`src/rtl/core/tbr_pkg.sv`:
```
// Shared constants and register index codes for the triangle bounding-box rasterizer.
package tbr_pkg;

  localparam int COORD_BITS_DEF  = 12;
  localparam int QUEUE_DEPTH_DEF = 2;

  localparam int ORIGIN_W   = 12;
  localparam int PITCH_W    = 13;
  localparam int LIMIT_W    = 12;
  localparam int INDEX_W    = 26;
  localparam int COLOR_W    = 32;
  localparam int CFG_IDX_W  = 3;
  localparam int CFG_DATA_W = 13;

  localparam logic [ORIGIN_W-1:0] ORIGIN_X_RST = 12'd0;
  localparam logic [ORIGIN_W-1:0] ORIGIN_Y_RST = 12'd0;
  localparam logic [PITCH_W-1:0]  PITCH_RST    = 13'd640;
  localparam logic [LIMIT_W-1:0]  LIMIT_X_RST  = 12'd640;
  localparam logic [LIMIT_W-1:0]  LIMIT_Y_RST  = 12'd480;

  typedef enum logic [CFG_IDX_W-1:0] {
    REG_ORIGIN_X  = 3'd0,
    REG_ORIGIN_Y  = 3'd1,
    REG_ROW_PITCH = 3'd2,
    REG_LIMIT_X   = 3'd3,
    REG_LIMIT_Y   = 3'd4
  } cfg_reg_t;

endpackage

```
`src/rtl/core/tbr_queue.sv`:
```
// Short first-in first-out queue between the front and the back of the rasterizer.
module tbr_queue import tbr_pkg::*; #(
  parameter int WIDTH = 1 + 10 * COORD_BITS_DEF + COLOR_W,
  parameter int DEPTH = QUEUE_DEPTH_DEF
) (
  input  logic             clk,
  input  logic             rst_n,
  input  logic             wr_valid,
  output logic             wr_ready,
  input  logic [WIDTH-1:0] wr_data,
  output logic             rd_valid,
  input  logic             rd_pop,
  output logic [WIDTH-1:0] rd_data
);

  localparam int PTR_W = (DEPTH > 1) ? $clog2(DEPTH) : 1;
  localparam int CNT_W = $clog2(DEPTH + 1);

  logic [WIDTH-1:0] mem_r [DEPTH];
  logic [PTR_W-1:0] wr_ptr_r;
  logic [PTR_W-1:0] rd_ptr_r;
  logic [CNT_W-1:0] count_r;
  logic             do_push;
  logic             do_pop;

  assign wr_ready = (count_r != CNT_W'(DEPTH));
  assign rd_valid = (count_r != '0);
  assign rd_data  = mem_r[rd_ptr_r];
  assign do_push  = wr_valid && wr_ready;
  assign do_pop   = rd_pop && rd_valid;

  always_ff @(posedge clk) begin
    if (do_push) begin
      mem_r[wr_ptr_r] <= wr_data;
    end
  end

  always_ff @(posedge clk) begin
    if (!rst_n) begin
      wr_ptr_r <= '0;
      rd_ptr_r <= '0;
      count_r  <= '0;
    end else begin
      if (do_push) begin
        wr_ptr_r <= (wr_ptr_r == PTR_W'(DEPTH - 1)) ? '0 : wr_ptr_r + PTR_W'(1);
      end
      if (do_pop) begin
        rd_ptr_r <= (rd_ptr_r == PTR_W'(DEPTH - 1)) ? '0 : rd_ptr_r + PTR_W'(1);
      end
      if (do_push && !do_pop) begin
        count_r <= count_r + CNT_W'(1);
      end else if (do_pop && !do_push) begin
        count_r <= count_r - CNT_W'(1);
      end
    end
  end

endmodule

```
`src/rtl/core/tbr_front.sv`:
```
// Front end: takes input transactions, classifies them and forms the bounding box.
module tbr_front import tbr_pkg::*; #(
  parameter int COORD_BITS = COORD_BITS_DEF,
  parameter int ITEM_W     = 1 + 10 * COORD_BITS + COLOR_W
) (
  input  logic                         in_valid,
  output logic                         in_ready,
  input  logic                         in_mode,
  input  logic signed [COORD_BITS-1:0] in_ax,
  input  logic signed [COORD_BITS-1:0] in_ay,
  input  logic signed [COORD_BITS-1:0] in_bx,
  input  logic signed [COORD_BITS-1:0] in_by,
  input  logic signed [COORD_BITS-1:0] in_cx,
  input  logic signed [COORD_BITS-1:0] in_cy,
  input  logic [COLOR_W-1:0]           in_fill_color,
  output logic                         push_valid,
  input  logic                         push_ready,
  output logic [ITEM_W-1:0]            push_data
);

  localparam int CW = COORD_BITS;

  typedef struct packed {
    logic                 is_tick;
    logic signed [CW-1:0] ax;
    logic signed [CW-1:0] ay;
    logic signed [CW-1:0] bx;
    logic signed [CW-1:0] by;
    logic signed [CW-1:0] cx;
    logic signed [CW-1:0] cy;
    logic signed [CW-1:0] xmin;
    logic signed [CW-1:0] ymin;
    logic signed [CW-1:0] xmax;
    logic signed [CW-1:0] ymax;
    logic [COLOR_W-1:0]   color;
  } item_t;

  function automatic logic signed [CW-1:0] min3(input logic signed [CW-1:0] a,
                                                input logic signed [CW-1:0] b,
                                                input logic signed [CW-1:0] c);
    logic signed [CW-1:0] m;
    m = (a < b) ? a : b;
    return (m < c) ? m : c;
  endfunction

  function automatic logic signed [CW-1:0] max3(input logic signed [CW-1:0] a,
                                                input logic signed [CW-1:0] b,
                                                input logic signed [CW-1:0] c);
    logic signed [CW-1:0] m;
    m = (a > b) ? a : b;
    return (m > c) ? m : c;
  endfunction

  item_t itm;

  always_comb begin
    itm.is_tick = in_mode;
    itm.ax      = in_ax;
    itm.ay      = in_ay;
    itm.bx      = in_bx;
    itm.by      = in_by;
    itm.cx      = in_cx;
    itm.cy      = in_cy;
    itm.xmin    = min3(in_ax, in_bx, in_cx);
    itm.ymin    = min3(in_ay, in_by, in_cy);
    itm.xmax    = max3(in_ax, in_bx, in_cx);
    itm.ymax    = max3(in_ay, in_by, in_cy);
    itm.color   = in_fill_color;
  end

  assign in_ready   = push_ready;
  assign push_valid = in_valid;
  assign push_data  = ITEM_W'(itm);

endmodule

```
`src/rtl/core/tbr_back.sv`:
```
// Back end: scan sequencer, edge tests, address generation and the result register.
module tbr_back import tbr_pkg::*; #(
  parameter int COORD_BITS = COORD_BITS_DEF,
  parameter int ITEM_W     = 1 + 10 * COORD_BITS + COLOR_W
) (
  input  logic                  clk,
  input  logic                  rst_n,
  input  logic                  q_valid,
  output logic                  q_pop,
  input  logic [ITEM_W-1:0]     q_data,
  input  logic                  cfg_valid,
  output logic                  cfg_ready,
  input  logic [CFG_IDX_W-1:0]  cfg_index,
  input  logic [CFG_DATA_W-1:0] cfg_data,
  output logic                  out_valid,
  input  logic                  out_ready,
  output logic                  out_write_enable,
  output logic [INDEX_W-1:0]    out_pixel_index,
  output logic [COLOR_W-1:0]    out_pixel_word,
  output logic                  out_scan_done
);

  localparam int CW    = COORD_BITS;
  localparam int DW    = CW + 1;
  localparam int PW    = 2 * DW;
  localparam int EW    = PW + 1;
  localparam int SUM_W = ((CW > ORIGIN_W) ? CW : ORIGIN_W) + 1;
  localparam int IW    = SUM_W + PITCH_W;

  typedef struct packed {
    logic                 is_tick;
    logic signed [CW-1:0] ax;
    logic signed [CW-1:0] ay;
    logic signed [CW-1:0] bx;
    logic signed [CW-1:0] by;
    logic signed [CW-1:0] cx;
    logic signed [CW-1:0] cy;
    logic signed [CW-1:0] xmin;
    logic signed [CW-1:0] ymin;
    logic signed [CW-1:0] xmax;
    logic signed [CW-1:0] ymax;
    logic [COLOR_W-1:0]   color;
  } item_t;

  typedef enum logic [3:0] {
    ST_IDLE = 4'b0001,
    ST_LOAD = 4'b0010,
    ST_MUL  = 4'b0100,
    ST_EMIT = 4'b1000
  } state_t;

  function automatic logic same_side(input logic signed [EW-1:0] p,
                                     input logic signed [EW-1:0] q);
    return (p == '0) || (q == '0) || (p[EW-1] == q[EW-1]);
  endfunction

  state_t state_r;
  state_t state_nxt;

  logic [ORIGIN_W-1:0] ox_r;
  logic [ORIGIN_W-1:0] oy_r;
  logic [PITCH_W-1:0]  pitch_r;
  logic [LIMIT_W-1:0]  lx_r;
  logic [LIMIT_W-1:0]  ly_r;

  logic signed [CW-1:0] ax_r, ay_r, bx_r, by_r, cx_r, cy_r;
  logic signed [CW-1:0] xmin_r, ymin_r, xmax_r, ymax_r;
  logic [COLOR_W-1:0]   color_r;
  logic [CW-1:0]        w_r, h_r;
  logic signed [DW-1:0] dcy_ay_r, dcx_ax_r, day_by_r, dax_bx_r, dcy_by_r, dcx_bx_r;
  logic [CW-1:0]        dx_r, dy_r;
  logic                 active_r;
  logic                 eval_r;
  logic signed [DW-1:0] x_r, y_r, u_r, v_r;
  logic signed [PW-1:0] p0_r, p1_r, p2_r, p3_r, p4_r, p5_r;
  logic [INDEX_W-1:0]   idx_prod_r;
  logic [SUM_W-1:0]     colx_r;

  logic                 out_valid_r;
  logic                 out_we_r;
  logic [INDEX_W-1:0]   out_index_r;
  logic [COLOR_W-1:0]   out_word_r;
  logic                 out_done_r;

  item_t                itm;
  logic                 pop_go;
  logic                 emit_go;
  logic signed [DW-1:0] px, py;
  logic [CW-1:0]        w_nxt, h_nxt;
  logic                 load_ok;
  logic [CW-1:0]        dx1, dy1;
  logic                 col1_ok, row1_ok, col0_ok, row0_ok;
  logic [SUM_W-1:0]     rowy;
  logic [IW-1:0]        idx_full;
  logic signed [EW-1:0] e0, e1, e2;
  logic                 cov;

  assign itm       = item_t'(q_data);
  assign pop_go    = (state_r == ST_IDLE) && q_valid;
  assign q_pop     = pop_go;
  assign emit_go   = (state_r == ST_EMIT) && (!out_valid_r || out_ready);
  assign cfg_ready = 1'b1;

  assign px = DW'(xmin_r) + DW'(dx_r);
  assign py = DW'(ymin_r) + DW'(dy_r);

  assign w_nxt   = CW'(xmax_r - xmin_r);
  assign h_nxt   = CW'(ymax_r - ymin_r);
  assign load_ok = (w_nxt != '0) && (h_nxt != '0) && (ox_r < lx_r) && (oy_r < ly_r);

  assign dx1     = dx_r + CW'(1);
  assign dy1     = dy_r + CW'(1);
  assign col1_ok = (dx1 < w_r) && ((SUM_W'(ox_r) + SUM_W'(dx1)) < SUM_W'(lx_r));
  assign row1_ok = (dy1 < h_r) && ((SUM_W'(oy_r) + SUM_W'(dy1)) < SUM_W'(ly_r));
  assign col0_ok = (w_r != '0) && (ox_r < lx_r);
  assign row0_ok = (h_r != '0) && (oy_r < ly_r);

  assign rowy     = SUM_W'(oy_r) + SUM_W'(dy_r);
  assign idx_full = IW'(rowy) * IW'(pitch_r);

  assign e0  = EW'(p0_r) - EW'(p1_r);
  assign e1  = EW'(p2_r) - EW'(p3_r);
  assign e2  = EW'(p4_r) - EW'(p5_r);
  assign cov = eval_r && same_side(e0, e1) && same_side(e1, e2) && same_side(e0, e2);

  always_comb begin
    state_nxt = state_r;
    unique case (state_r)
      ST_IDLE: begin
        if (q_valid) begin
          if (!itm.is_tick) begin
            state_nxt = ST_LOAD;
          end else if (active_r) begin
            state_nxt = ST_MUL;
          end else begin
            state_nxt = ST_EMIT;
          end
        end
      end
      ST_LOAD: state_nxt = ST_EMIT;
      ST_MUL:  state_nxt = ST_EMIT;
      ST_EMIT: begin
        if (emit_go) begin
          state_nxt = ST_IDLE;
        end
      end
      default: state_nxt = ST_IDLE;
    endcase
  end

  always_ff @(posedge clk) begin
    if (!rst_n) begin
      state_r     <= ST_IDLE;
      active_r    <= 1'b0;
      eval_r      <= 1'b0;
      dx_r        <= '0;
      dy_r        <= '0;
      out_valid_r <= 1'b0;
      ox_r        <= ORIGIN_X_RST;
      oy_r        <= ORIGIN_Y_RST;
      pitch_r     <= PITCH_RST;
      lx_r        <= LIMIT_X_RST;
      ly_r        <= LIMIT_Y_RST;
    end else begin
      state_r <= state_nxt;

      if (cfg_valid) begin
        unique case (cfg_reg_t'(cfg_index))
          REG_ORIGIN_X:  ox_r    <= cfg_data[ORIGIN_W-1:0];
          REG_ORIGIN_Y:  oy_r    <= cfg_data[ORIGIN_W-1:0];
          REG_ROW_PITCH: pitch_r <= cfg_data[PITCH_W-1:0];
          REG_LIMIT_X:   lx_r    <= cfg_data[LIMIT_W-1:0];
          REG_LIMIT_Y:   ly_r    <= cfg_data[LIMIT_W-1:0];
          default: ;
        endcase
      end

      if (pop_go) begin
        if (!itm.is_tick) begin
          eval_r <= 1'b0;
          dx_r   <= '0;
          dy_r   <= '0;
        end else begin
          eval_r <= active_r;
        end
      end

      if (state_r == ST_LOAD) begin
        active_r <= load_ok;
      end

      if (state_r == ST_MUL) begin
        if (col1_ok) begin
          dx_r <= dx1;
        end else begin
          dx_r <= '0;
          if (!row1_ok || !col0_ok || !row0_ok) begin
            active_r <= 1'b0;
            dy_r     <= '0;
          end else begin
            dy_r <= dy1;
          end
        end
      end

      if (emit_go) begin
        out_valid_r <= 1'b1;
      end else if (out_ready) begin
        out_valid_r <= 1'b0;
      end
    end
  end

  always_ff @(posedge clk) begin
    if (pop_go) begin
      if (!itm.is_tick) begin
        ax_r    <= itm.ax;
        ay_r    <= itm.ay;
        bx_r    <= itm.bx;
        by_r    <= itm.by;
        cx_r    <= itm.cx;
        cy_r    <= itm.cy;
        xmin_r  <= itm.xmin;
        ymin_r  <= itm.ymin;
        xmax_r  <= itm.xmax;
        ymax_r  <= itm.ymax;
        color_r <= itm.color;
      end else begin
        x_r <= px - DW'(ax_r);
        y_r <= py - DW'(ay_r);
        u_r <= DW'(cx_r) - px;
        v_r <= DW'(cy_r) - py;
      end
    end

    if (state_r == ST_LOAD) begin
      w_r      <= w_nxt;
      h_r      <= h_nxt;
      dcy_ay_r <= DW'(cy_r) - DW'(ay_r);
      dcx_ax_r <= DW'(cx_r) - DW'(ax_r);
      day_by_r <= DW'(ay_r) - DW'(by_r);
      dax_bx_r <= DW'(ax_r) - DW'(bx_r);
      dcy_by_r <= DW'(cy_r) - DW'(by_r);
      dcx_bx_r <= DW'(cx_r) - DW'(bx_r);
    end

    if (state_r == ST_MUL) begin
      p0_r       <= PW'(x_r) * PW'(dcy_ay_r);
      p1_r       <= PW'(dcx_ax_r) * PW'(y_r);
      p2_r       <= PW'(x_r) * PW'(day_by_r);
      p3_r       <= PW'(dax_bx_r) * PW'(y_r);
      p4_r       <= PW'(u_r) * PW'(dcy_by_r);
      p5_r       <= PW'(dcx_bx_r) * PW'(v_r);
      idx_prod_r <= idx_full[INDEX_W-1:0];
      colx_r     <= SUM_W'(ox_r) + SUM_W'(dx_r);
    end

    if (emit_go) begin
      out_we_r    <= cov;
      out_index_r <= cov ? (idx_prod_r + INDEX_W'(colx_r)) : '0;
      out_word_r  <= cov ? color_r : '0;
      out_done_r  <= !active_r;
    end
  end

  assign out_valid        = out_valid_r;
  assign out_write_enable = out_we_r;
  assign out_pixel_index  = out_index_r;
  assign out_pixel_word   = out_word_r;
  assign out_scan_done    = out_done_r;

  a_dx_in_box: assert property (@(posedge clk) disable iff (!rst_n)
    active_r |-> (dx_r < w_r))
    else $error("Active scan column lies outside the bounding box.");

  a_dy_in_box: assert property (@(posedge clk) disable iff (!rst_n)
    active_r |-> (dy_r < h_r))
    else $error("Active scan row lies outside the bounding box.");

  a_emit_state: assert property (@(posedge clk) disable iff (!rst_n)
    $rose(out_valid_r) |-> $past(state_r == ST_EMIT))
    else $error("Result register loaded outside the emit state.");

endmodule

```
`src/rtl/core/triangle_bbox_rasterizer_core.sv`:
```
// Top level of the triangle bounding-box rasterizer: front end, queue and back end.
//
// Usage. Input transactions carry a mode bit: mode 0 loads three vertices and a fill
// color and starts a scan over the half-open bounding box, replacing any scan in
// progress; mode 1 is a tick that tests the next pixel of the scan, row by row.
// Every input transaction yields exactly one result transaction, in order. A covered
// pixel gives write_enable with the pixel index and color; scan_done reports that the
// scan has ended or that no scan is active.
// The configuration channel writes origin, row pitch and limits; it is always ready
// and should be written only while the block is idle.
// The back end sequencer pops an item, passes a load or an active tick through its
// load or multiply stage and then emits the result; an idle tick goes from pop
// straight to emit. It pops no new item until the last result has entered the result
// register, and emit waits while a stalled receiver still holds the earlier result.
// While a result waits on a stalled receiver, the front end and a two-entry queue
// accept input until the queue is full; the back end holds its result until taken.
// Reset (synchronous, active low) empties the queue, stops any scan and restores the
// configuration registers to their reset values.
module triangle_bbox_rasterizer_core import tbr_pkg::*; #(
  parameter int COORD_BITS  = COORD_BITS_DEF,
  parameter int QUEUE_DEPTH = QUEUE_DEPTH_DEF
) (
  input  logic                         clk,
  input  logic                         rst_n,
  input  logic                         in_valid,
  output logic                         in_ready,
  input  logic                         in_mode,
  input  logic signed [COORD_BITS-1:0] in_ax,
  input  logic signed [COORD_BITS-1:0] in_ay,
  input  logic signed [COORD_BITS-1:0] in_bx,
  input  logic signed [COORD_BITS-1:0] in_by,
  input  logic signed [COORD_BITS-1:0] in_cx,
  input  logic signed [COORD_BITS-1:0] in_cy,
  input  logic [COLOR_W-1:0]           in_fill_color,
  output logic                         out_valid,
  input  logic                         out_ready,
  output logic                         out_write_enable,
  output logic [INDEX_W-1:0]           out_pixel_index,
  output logic [COLOR_W-1:0]           out_pixel_word,
  output logic                         out_scan_done,
  input  logic                         cfg_valid,
  output logic                         cfg_ready,
  input  logic [CFG_IDX_W-1:0]         cfg_index,
  input  logic [CFG_DATA_W-1:0]        cfg_data
);

  localparam int ITEM_W = 1 + 10 * COORD_BITS + COLOR_W;

  logic              push_valid;
  logic              push_ready;
  logic [ITEM_W-1:0] push_data;
  logic              q_valid;
  logic              q_pop;
  logic [ITEM_W-1:0] q_data;

  tbr_front #(
    .COORD_BITS (COORD_BITS),
    .ITEM_W     (ITEM_W)
  ) u_front (
    .in_valid      (in_valid),
    .in_ready      (in_ready),
    .in_mode       (in_mode),
    .in_ax         (in_ax),
    .in_ay         (in_ay),
    .in_bx         (in_bx),
    .in_by         (in_by),
    .in_cx         (in_cx),
    .in_cy         (in_cy),
    .in_fill_color (in_fill_color),
    .push_valid    (push_valid),
    .push_ready    (push_ready),
    .push_data     (push_data)
  );

  tbr_queue #(
    .WIDTH (ITEM_W),
    .DEPTH (QUEUE_DEPTH)
  ) u_queue (
    .clk      (clk),
    .rst_n    (rst_n),
    .wr_valid (push_valid),
    .wr_ready (push_ready),
    .wr_data  (push_data),
    .rd_valid (q_valid),
    .rd_pop   (q_pop),
    .rd_data  (q_data)
  );

  tbr_back #(
    .COORD_BITS (COORD_BITS),
    .ITEM_W     (ITEM_W)
  ) u_back (
    .clk              (clk),
    .rst_n            (rst_n),
    .q_valid          (q_valid),
    .q_pop            (q_pop),
    .q_data           (q_data),
    .cfg_valid        (cfg_valid),
    .cfg_ready        (cfg_ready),
    .cfg_index        (cfg_index),
    .cfg_data         (cfg_data),
    .out_valid        (out_valid),
    .out_ready        (out_ready),
    .out_write_enable (out_write_enable),
    .out_pixel_index  (out_pixel_index),
    .out_pixel_word   (out_pixel_word),
    .out_scan_done    (out_scan_done)
  );

endmodule

```
`config.mk`:
```
export PLATFORM = sky130hd
export DESIGN_NAME = triangle_bbox_rasterizer_core
export DESIGN_NICKNAME = d
export VERILOG_FILES = /design/src/rtl/core/tbr_pkg.sv /design/src/rtl/core/tbr_queue.sv /design/src/rtl/core/tbr_front.sv /design/src/rtl/core/tbr_back.sv /design/src/rtl/core/triangle_bbox_rasterizer_core.sv
export SDC_FILE = /design/constraint.sdc
export NUM_CORES = 2
export LEC_CHECK = 0
export BUFFER_PORTS_ARGS = -buffer_cell sky130_fd_sc_hd__buf_2
export CORE_MARGIN = 8
export CORE_UTILIZATION = 25
export CTS_CLUSTER_SIZE = 10
export DETAILED_ROUTE_END_ITERATION = 10
export GPL_ROUTABILITY_DRIVEN = 1
export PLACE_DENSITY = 0.44
export SETUP_SLACK_MARGIN = 0.02
export SYNTH_ARGS = -nofsm -noshare
export SYNTH_HDL_FRONTEND = slang
export SYNTH_SLANG_ARGS = --single-unit
export TNS_END_PERCENT = 20
```
`constraint.sdc`:
```
create_clock -name clk -period 13 [get_ports clk]
set_input_delay 3.9 -clock clk [delete_from_list [all_inputs] [get_ports clk]]
set_output_delay 3.9 -clock clk [all_outputs]
set_load 0.01 [all_outputs]
```
==> out/summary.md <==
Total number of yosys warnings: 0. The global-route wire length before repair was 409000 microns. The final critical path takes up 65.2% of the cycle. The pre-antenna-repair detailed-routing pass consisted of 7 iterations.

Of the total synthesized cell area, the portion taken by full adders, half adders and majority gates is 35.9%. At the pin with the least slew margin, the transition time is 1.32 ns. Synthesis handed over a netlist of 8982 instances. Measured against its own limit, the worst slew margin works out to 11.6%. TritonCTS built the clock tree. The largest driver fanout on the critical path is 13. The H-tree generated during clock tree synthesis spans 3 levels. The number of sinks driven by the clock tree was 964; the total routing usage reported by global routing was 13.3%. For this run, the top clock speed supported by timing is 0.118 GHz. After detailed routing, the number of remaining DRC violations is 0.

Of the total synthesized cell area, the portion taken by XOR and XNOR cells is 3.72%. Number of enable-type register cells in the synthesized netlist: 867. Setup repair after global routing left no endpoint under its margin. For the count of hold-fix buffers inserted at cts, the log shows 0. From synthesis to final layout, the design area changed by 11.2%. In this run the clock root is driven by a clkbuf_16.

At the later pin of the worst-skew pair, clock insertion delay measures 0.78 ns. The top flip-flop cell by instance count after synthesis is edfxtp_1. Per-instance average area after synthesis: 10.5 sq um.

The library cell with the highest instance count after synthesis is inv_1. On the worst path, the slowest cell contributes a delay of 0.51 ns. The run finished with clean final reports. Count of instances resized after the clock tree is built: 0.

During I/O placement, the number of pins put on the boundary was 189. For the starting DRC count in detailed routing, the log shows 2937. The most frequent cell on the critical path is o21a_1.

Of the cells placed in the final design, the portion with a size suffix greater than 1 is 7.44%. In the final timing run, aggregate negative setup slack is 0 ns. Row generation in the floorplan step produced 225 rows. Count of antenna-violating nets left after detailed routing: 0.

The logs give 0 for the number of endpoints failing setup at the final stage and 0.836 for the routability-driven placement congestion ratio. Summing the areas of all compound-gate instances in the mapped netlist gives 7.61% of the synthesized area. Once the clock tree was built, the setup fixing pass inserted 0 buffers. The die covers 396000 sq um. At the end of the flow, the number of nets in the layout was 11200. Across the routed clock network, the largest skew measured is 0.0574 ns. The largest total area in the synthesized netlist belongs to edfxtp_1. STA classifies the critical path startpoint as a primary input. Data arrival time of the critical path: 8.98 ns.

Clock slew at the register clock pins of the worst setup and hold paths: 0.05 ns. Counting along the longest clock path gives a buffer depth of 3. Together, buffers and inverters on the worst path number 3. The number of buffers added on ports works out to 187. The slowest stage of the critical path belongs to the cell a31oi_1. Traced cell by cell, the critical path runs through buf_2 > inv_1 > ha_1 > nor2b_1 > o21a_1 > o21a_1 > o21ai_0 > o211ai_1 > xor2_1 > a21o_1 > mux2_2 > ha_1 > nor2b_1 > o21a_1 > o21a_1 > o21a_1 > o21a_1 > o21a_1 > o21a_1 > o21ai_0 > nand3_1 > a31oi_1 > buf_4 > mux2_2. After synthesis, the largest family of logic cells by area is adder cells.

Sorting the synthesized cells by area gives the leading types as edfxtp_1, fa_1, ha_1, inv_1, nand2_1. The die outline height came out at 629 microns. Once layout is complete, the cells apart from fillers number 14200.

The cell family contributing the most delay on the critical path is compound AO/OA/AOI/OAI gates. The initial antenna violation count was 48; the count of state elements after synthesis was 964. The worst path needs 8.48 ns of the cycle, external delays included. The pin count of the biggest net entering global routing came out at 103.

The worst min-delay path class was flop to flop. The number of slew-limit violations in the final report is 0. The initial utilization of the core area, before any placement, comes to 25.1%. Counting flops with an async set or reset pin after synthesis yields a share of 0%.

Detail-routed via count per cell: 4.40. After synthesis the cells add up to 93900 sq um. The required time of the critical path is 13.50 ns, and the number of library cell types mapped by synthesis is 88. The tools report the CTS buffer count as 121. The share of synthesized area in the top cell type comes to 27.7%. Dividing the detail-routed wire length by the instance count gives 18.5 microns. After synthesis, the share of cell area in mux cells is 2.73%. For the number of global-route vias before repair, the log shows 67600. The total area inside the core boundary comes to 375000 sq um.

The floorplan step set the die width to 629 microns. For the via count, the log shows 62700. The worst setup path is of the primary input to flop kind. For the total instance count after detailed placement, the log shows 14000. The aggregate global routing overflow was 0. The total wire length after detailed routing is 264000 microns. The post-synth net total is 11100.

The tools report the HPWL reported at the end of detailed placement as 209000 microns. The nature of the critical path endpoint is a flop. In the synthesized netlist, the cells that appear most often are inv_1, fa_1, nand2_1, ha_1, edfxtp_1. The register area share after synthesis is 29.8%, and the reported max-cap violation count is 0. The number of failing hold endpoints at the final stage is 0. The simple-gate share of the synthesized area works out to 13.0%.
## final cells by class
type	instances	area [sq um]
fillers	39000	270000
inverters	1531	5760
diodes	81	203
flip-flops and latches	964	28000
clock inverters	43	445
multi-input cells	6215	59200
well taps	4994	6250
repair buffers	250	1410
clock buffers	156	3220
## through the flow
step / hold WS (ns) / cell area, sq um / setup slack (ns) / utilization, %
floorplan: 0.443 / 93900 / 0.994 / -
finish: 0.469 / 104000 / 4.52 / 27.9
CTS: 0.473 / 104000 / 4.59 / 27.8
global route: 0.499 / 104000 / 3.97 / 27.9
detailed placement: 0.464 / 101000 / 3.75 / 26.8
global placement: 0.460 / 101000 / 3.63 / 26.8
## cell usage in the layout, fill, tap and decap left out, drive strengths merged, types with 14 or more instances in the layout
master     n
or3       24
dfxtp     97
nor3     137
nand2    978
nor3b     38
buf      250
nand2b   130
clkbuf   156
diode     81
o22ai     14
nor4      20
ha       917
a211o     14
o21a      64
a21o     102
nor2     294
edfxtp   867
xnor2    297
nor2b    120
a21boi   123
a31oi     29
fa      1112
o21ai    251
inv     1537
and3      53
a211oi    24
or2       25
o21bai    33
mux2     201
xor2     102
mux2i     30
nand3     71
o211ai    31
a21oi    277
clkinv    32
and2     481
nand4     36
## registers in the layout (all words and copies together), names as in the netlist, 26 cells and up, named ones only
name / count
u_back.out_pixel_index: 26
u_back.p4_r: 26
u_back.out_pixel_word: 32
u_back.idx_prod_r: 26
u_back.color_r: 32
u_back.p3_r: 26
u_queue.mem_r: 306
u_back.p5_r: 26
u_back.p1_r: 26
u_back.p0_r: 26
u_back.p2_r: 26
## final timing paths
kind / startpoint / endpoint / slack, ns / cells after the start
worst min register to register: u_back.ly_r[2]$_SDFFE_PN0P_ / u_back.ly_r[2]$_SDFFE_PN0P_ / 0.47 / 2
worst max-delay path: in_by[1] / u_queue.mem_r[1][40]$_DFFE_PP_ / 4.52 / 24
worst max register to register: u_back.dy_r[0]$_SDFF_PN0_ / u_back.idx_prod_r[24]$_DFFE_PP_ / 4.64 / 32
worst min-delay path: u_back.ly_r[2]$_SDFFE_PN0P_ / u_back.ly_r[2]$_SDFFE_PN0P_ / 0.47 / 2
## per-layer routing
layer | share of wire (%) | wire, microns | up-vias | GRT usage [%]
met1 | 43 | 113000 | 31600 | 16.4
li1 | - | - | 29700 | -
met4 | 4.2 | 11000 | 34 | 4.89
met3 | 3.7 | 9660 | 336 | 1.94
met2 | 49 | 130000 | 969 | 23.4
met5 | 0.086 | 226 | - | 0
## worst min-delay path, stage by stage (launching register included)
cell and delay (ns):
dfxtp_1 0.31, nand2_1 0.05, a21boi_0 0.07
## logic make-up after synthesis
logic type                 after synthesis
and+or+nand+nor                       2455
adders and majority gates             2029
buffers and inverters                 1803
AOI/OAI and AO/OA                     1100
DFF                                    964
xor gates and xnor gates               399
muxes                                  231
other                                    1
Power is not shown: default switching activity piles up to over one toggle a cycle in this logic, so the estimate is an artifact.
